==> src/rtl/bmhpq_ram.sv <==
module bmhpq_ram #(
	parameter int WIDTH = 32,
	parameter int DEPTH = 128
) (
	input  logic                     clk,
	input  logic                     we,
	input  logic [$clog2(DEPTH)-1:0] waddr,
	input  logic [WIDTH-1:0]         wdata,
	input  logic [$clog2(DEPTH)-1:0] raddr_a,
	input  logic [$clog2(DEPTH)-1:0] raddr_b,
	output logic [WIDTH-1:0]         rdata_a,
	output logic [WIDTH-1:0]         rdata_b
);

	logic [WIDTH-1:0] mem_q [DEPTH];

	// One write port, two registered read ports
	always_ff @(posedge clk) begin
		if (we) begin
			mem_q[waddr] <= wdata;
		end
		rdata_a <= mem_q[raddr_a];
		rdata_b <= mem_q[raddr_b];
	end

endmodule

==> config.mk <==
export PLATFORM = sky130hd
export DESIGN_NAME = bmhpq_ram
export DESIGN_NICKNAME = d
export VERILOG_FILES = /design/src/rtl/bmhpq_ram.sv
export SDC_FILE = /design/constraint.sdc
export NUM_CORES = 2
export LEC_CHECK = 0
export ABC_CLOCK_PERIOD_IN_PS = 7730
export BUFFER_PORTS_ARGS = -buffer_cell sky130_fd_sc_hd__buf_4
export CAP_MARGIN = 10
export CELL_PAD_IN_SITES_DETAIL_PLACEMENT = 1
export CELL_PAD_IN_SITES_GLOBAL_PLACEMENT = 1
export CORE_UTILIZATION = 60
export CTS_CLUSTER_DIAMETER = 60
export DETAILED_ROUTE_END_ITERATION = 7
export HOLD_SLACK_MARGIN = 0.05
export PLACE_DENSITY_LB_ADDON = 0.1
export SYNTH_ARGS = -nofsm -noshare
export SYNTH_HDL_FRONTEND = slang
export SYNTH_SLANG_ARGS = --single-unit
export TNS_END_PERCENT = 20
==> constraint.sdc <==
create_clock -name clk -period 7.73 [get_ports clk]
set_input_delay 1.546 -clock clk [delete_from_list [all_inputs] [get_ports clk]]
set_output_delay 1.546 -clock clk [all_outputs]
set_load 0.02 [all_outputs]
# Word level (Yosys, flattened, before mapping)
# Memories as Yosys holds them, arrays and structs flattened. A register that Yosys moved wholly into a read port is not among the register bits.
# Index checks and enable logic that the tools add are counted.
[totals] ramBits=4096 register_bits=0 output_inout_bits=64 input_bits=55 mem_count=1
[mem_list] memory="mem_q" depth=128 word_bits=32 read_ports=2 rd_ports_with_merged_regs=2 wr=1 line_no="15" text="logic [WIDTH-1:0] mem_q [DEPTH];"
[op_classes] muxes=2
[ops] op="$mux W1" count=2

# Logic depth before layout (Yosys ltp)
[depth] depth_word=2 depth_mapped=8

# Worst setup path before layout
# OpenSTA, ideal clock, no wires.
[synth_path] path_type="input -> register" start="input port we" end="memory mem_q[98][0] (enable)" setup_ns=0.461 arrival_time_ns=4.324 required_ns=7.269 stages=3 path_slack_ns=2.945 cell_sequence="clkbuf_1 -> nand4_1 -> nor3_1"
[synth_between] elab_chain_cells=2
[synth_lines] item="start: declaration" line_no="6" text="input logic we,"
[synth_lines] item="$mux W1" line_no="19" text="if (we) begin"
[synth_lines] item="$mux W1 (implied by the code)" line_no="20" text="mem_q[waddr] <= wdata;"
[synth_lines] item="end: declaration" line_no="15"
# Every way passes these cells.

==> results.toml <==
[outcome]
status = "complete, no violations"

[route]
finalWirelength_mm = 626
wl_per_cell_um = 50.1
drt_iter0_drc = 18198
dr_total_vias = 101829
antenna_left = 0
via_per_inst = 8.15
drcViolationCount = 0
dr.pass1.iters = 6

[sta]
rsz0062_at_grt = "false"
fin_crit_sh_pct = 56.7
finalMaxSlewViolations = 0
slew_headroom_pct = 3.11
whs_ns = 0.792
finalHoldViolations = 0
max_freq_ghz = 0.228
fin_worst_skew_ns = 0.0482
final.min_clock_period_ns = 4.39
setup_viol = 0
tightestPinTransition_ns = 1.45
finalSetupTns_ns = 0

[final_layout]
final_nets = 7999
final_common_cell = "edfxtp_1"
fin_util_pct = 67.6
area_growth_pct = 11.8
mostFrequentLayoutCells = "edfxtp_1 (4096), mux4_2 (2688), clkbuf_16 (439)"
instances_no_fill = 12487
drive_gt1_share_pct = 47.5

[placement]
port_buffers = 118
gp_congestion = 0.834
hpwl_mm = 346
dp.cells = 11648

[yosys]
syn_inst = 7701
syn-num-nets = 7756
ys_seq_area_share_pct = 65.8
ys_warn_count = 0
syn_avg_cell_area_um2 = 24.5
syn-cell-area_um2 = 189000
ys_types = 17
ys_seq_elements = 4160

[global_routing]
grt_use_total_pct = 40.3
overflow = 0
grt_pass1_wl_mm = 859
grt_pass1_vias = 104312
grt_start_max_net_pins = 124
antenna_found_initial = 75

[clock_tree]
htree_levels = 5
post_cts_buffers = 0
hold_buffers = 0
clockRootBuffer = "clkbuf_16"
cts_made_buffers = 432
cts_tree = "yes"
cts_sinks = 4160
clk_pin_slew_worst_paths_ns = 0.06
clk_latency_ns = 1.01
cts_resized = 0
clockBufferDepth = 4

[critical_path]
cp_max_fo = 72
arrival_ns = 5.24
worstPathRequired_ns = 8.58
crit_path_end_kind = "flop"
criticalPathCategory = "in -> reg"
path_buf_inv = 3
cp_common_cell = "mux4_2"
start_kind = "input pin"
crit_chain = "buf_8 -> buf_12 -> buf_4 -> mux4_2 -> mux4_2 -> mux4_2 -> mux2_2"
cp_slowest_cell = "buf_8"
max_stage_delay_ns = 0.67
path_delay_family = "multiplexers"

[power]
p_per_area_nw_per_um2 = 240
power_leakage_nw = 64.5
peakVddDrop_uv = 257

[min_path]
hold_class = "in -> reg"

[floorplanning]
die_w_um = 563
start_util_pct = 60.4
die_h_um = 563
core_um2 = 312000
io_pins = 119
die_area_um2 = 317000
placementRows = 205

[flow_run]
drv_cap = 0
==> flip-flops by register name, summed over array words and instances, names as in the netlist <==
signal   cells
rdata_a     32
rdata_b     32
mem_q     4096
==> area by class of cell <==
cell class | instances | area [um^2]
multi-input combinational | 2922 | 62900
fill | 22964 | 101000
clock inverter | 252 | 2610
timing repair buffer | 428 | 4280
tap | 4140 | 5180
clock buffer | 556 | 11800
sequential | 4160 | 124000
antenna | 29 | 72.6
==> worst register-to-register path: stages, from the launching register on <==
cell	delay (ns)
edfxtp_1	0.40
mux4_2	0.50
mux4_2	0.58
mux4_2	0.70
mux2_2	0.37
==> cells in the mapped netlist <==
master    count  share of area [%]
buf_1       132               0.26
buf_2       103               0.27
buf_4        17              0.068
buf_6         2              0.012
clkbuf_1    365               0.73
dfxtp_1      64               0.68
edfxtp_1   4096                 65
mux2_2       64               0.38
mux4_2     2688                 32
nand2_1      14              0.028
nand2b_1      2             0.0066
nand3_1      12              0.032
nand4_1       3             0.0099
nor2_1      122               0.24
nor2b_1       7              0.023
nor3_1        9              0.024
or3_1         1             0.0033
==> power breakdown <==
group          internal, mW  switching [mW]  total [mW]  leakage [nW]
Sequential             24.9           0.251        25.2          37.4
Combinational          1.80            2.32        4.12          20.0
Clock                  12.3            9.09        21.4          7.05
==> metrics by stage <==
| step | setup WS, ns | area, um^2 | power, mW |
|---|---|---|---|
| 5_1_grt | 3.27 | 211000 | 51.6 |
| 3_3_place_gp | 2.47 | 197000 | 29.5 |
| 3_5_place_dp | 2.46 | 197000 | 29.6 |
| 2_1_floorplan | 2.95 | 189000 | 27.9 |
| 6_report | 3.34 | 211000 | 50.7 |
| 4_1_cts | 3.47 | 211000 | 50.7 |
==> metal layers <==
| layer | part of all wire (%) | GRT usage (%) | vias up |
|---|---|---|---|
| li1 | - | - | 35885 |
| met1 | 33 | 54.2 | 55213 |
| met2 | 47 | 61.2 | 8934 |
| met3 | 13 | 9.91 | 1751 |
| met4 | 6.8 | 24.0 | 46 |
| met5 | 0.046 | 0 | - |
==> worst paths after layout <==
kind | start | end | slack [ns] | cells after the start
max | raddr_b[2] | rdata_b[21] | 3.34 | 7
min | wdata[14] | mem_q[85][14] | 0.79 | 1
max reg2reg | mem_q[119][26] | rdata_a[26] | 5.05 | 4
min reg2reg | mem_q[31][9] | rdata_a[9] | 1.16 | 4
==> kinds of logic (layout without fill, tap and decap cells) <==
group,Yosys count,in the layout,synth area share (%)
DFF,4160,4160,65.8
muxes,2752,2752,32.5
buffers and inverters,619,1236,1.34
and+or+nand+nor,170,170,0.369
other,0,29,0
Note: power is estimated with default switching activity, not from simulation.
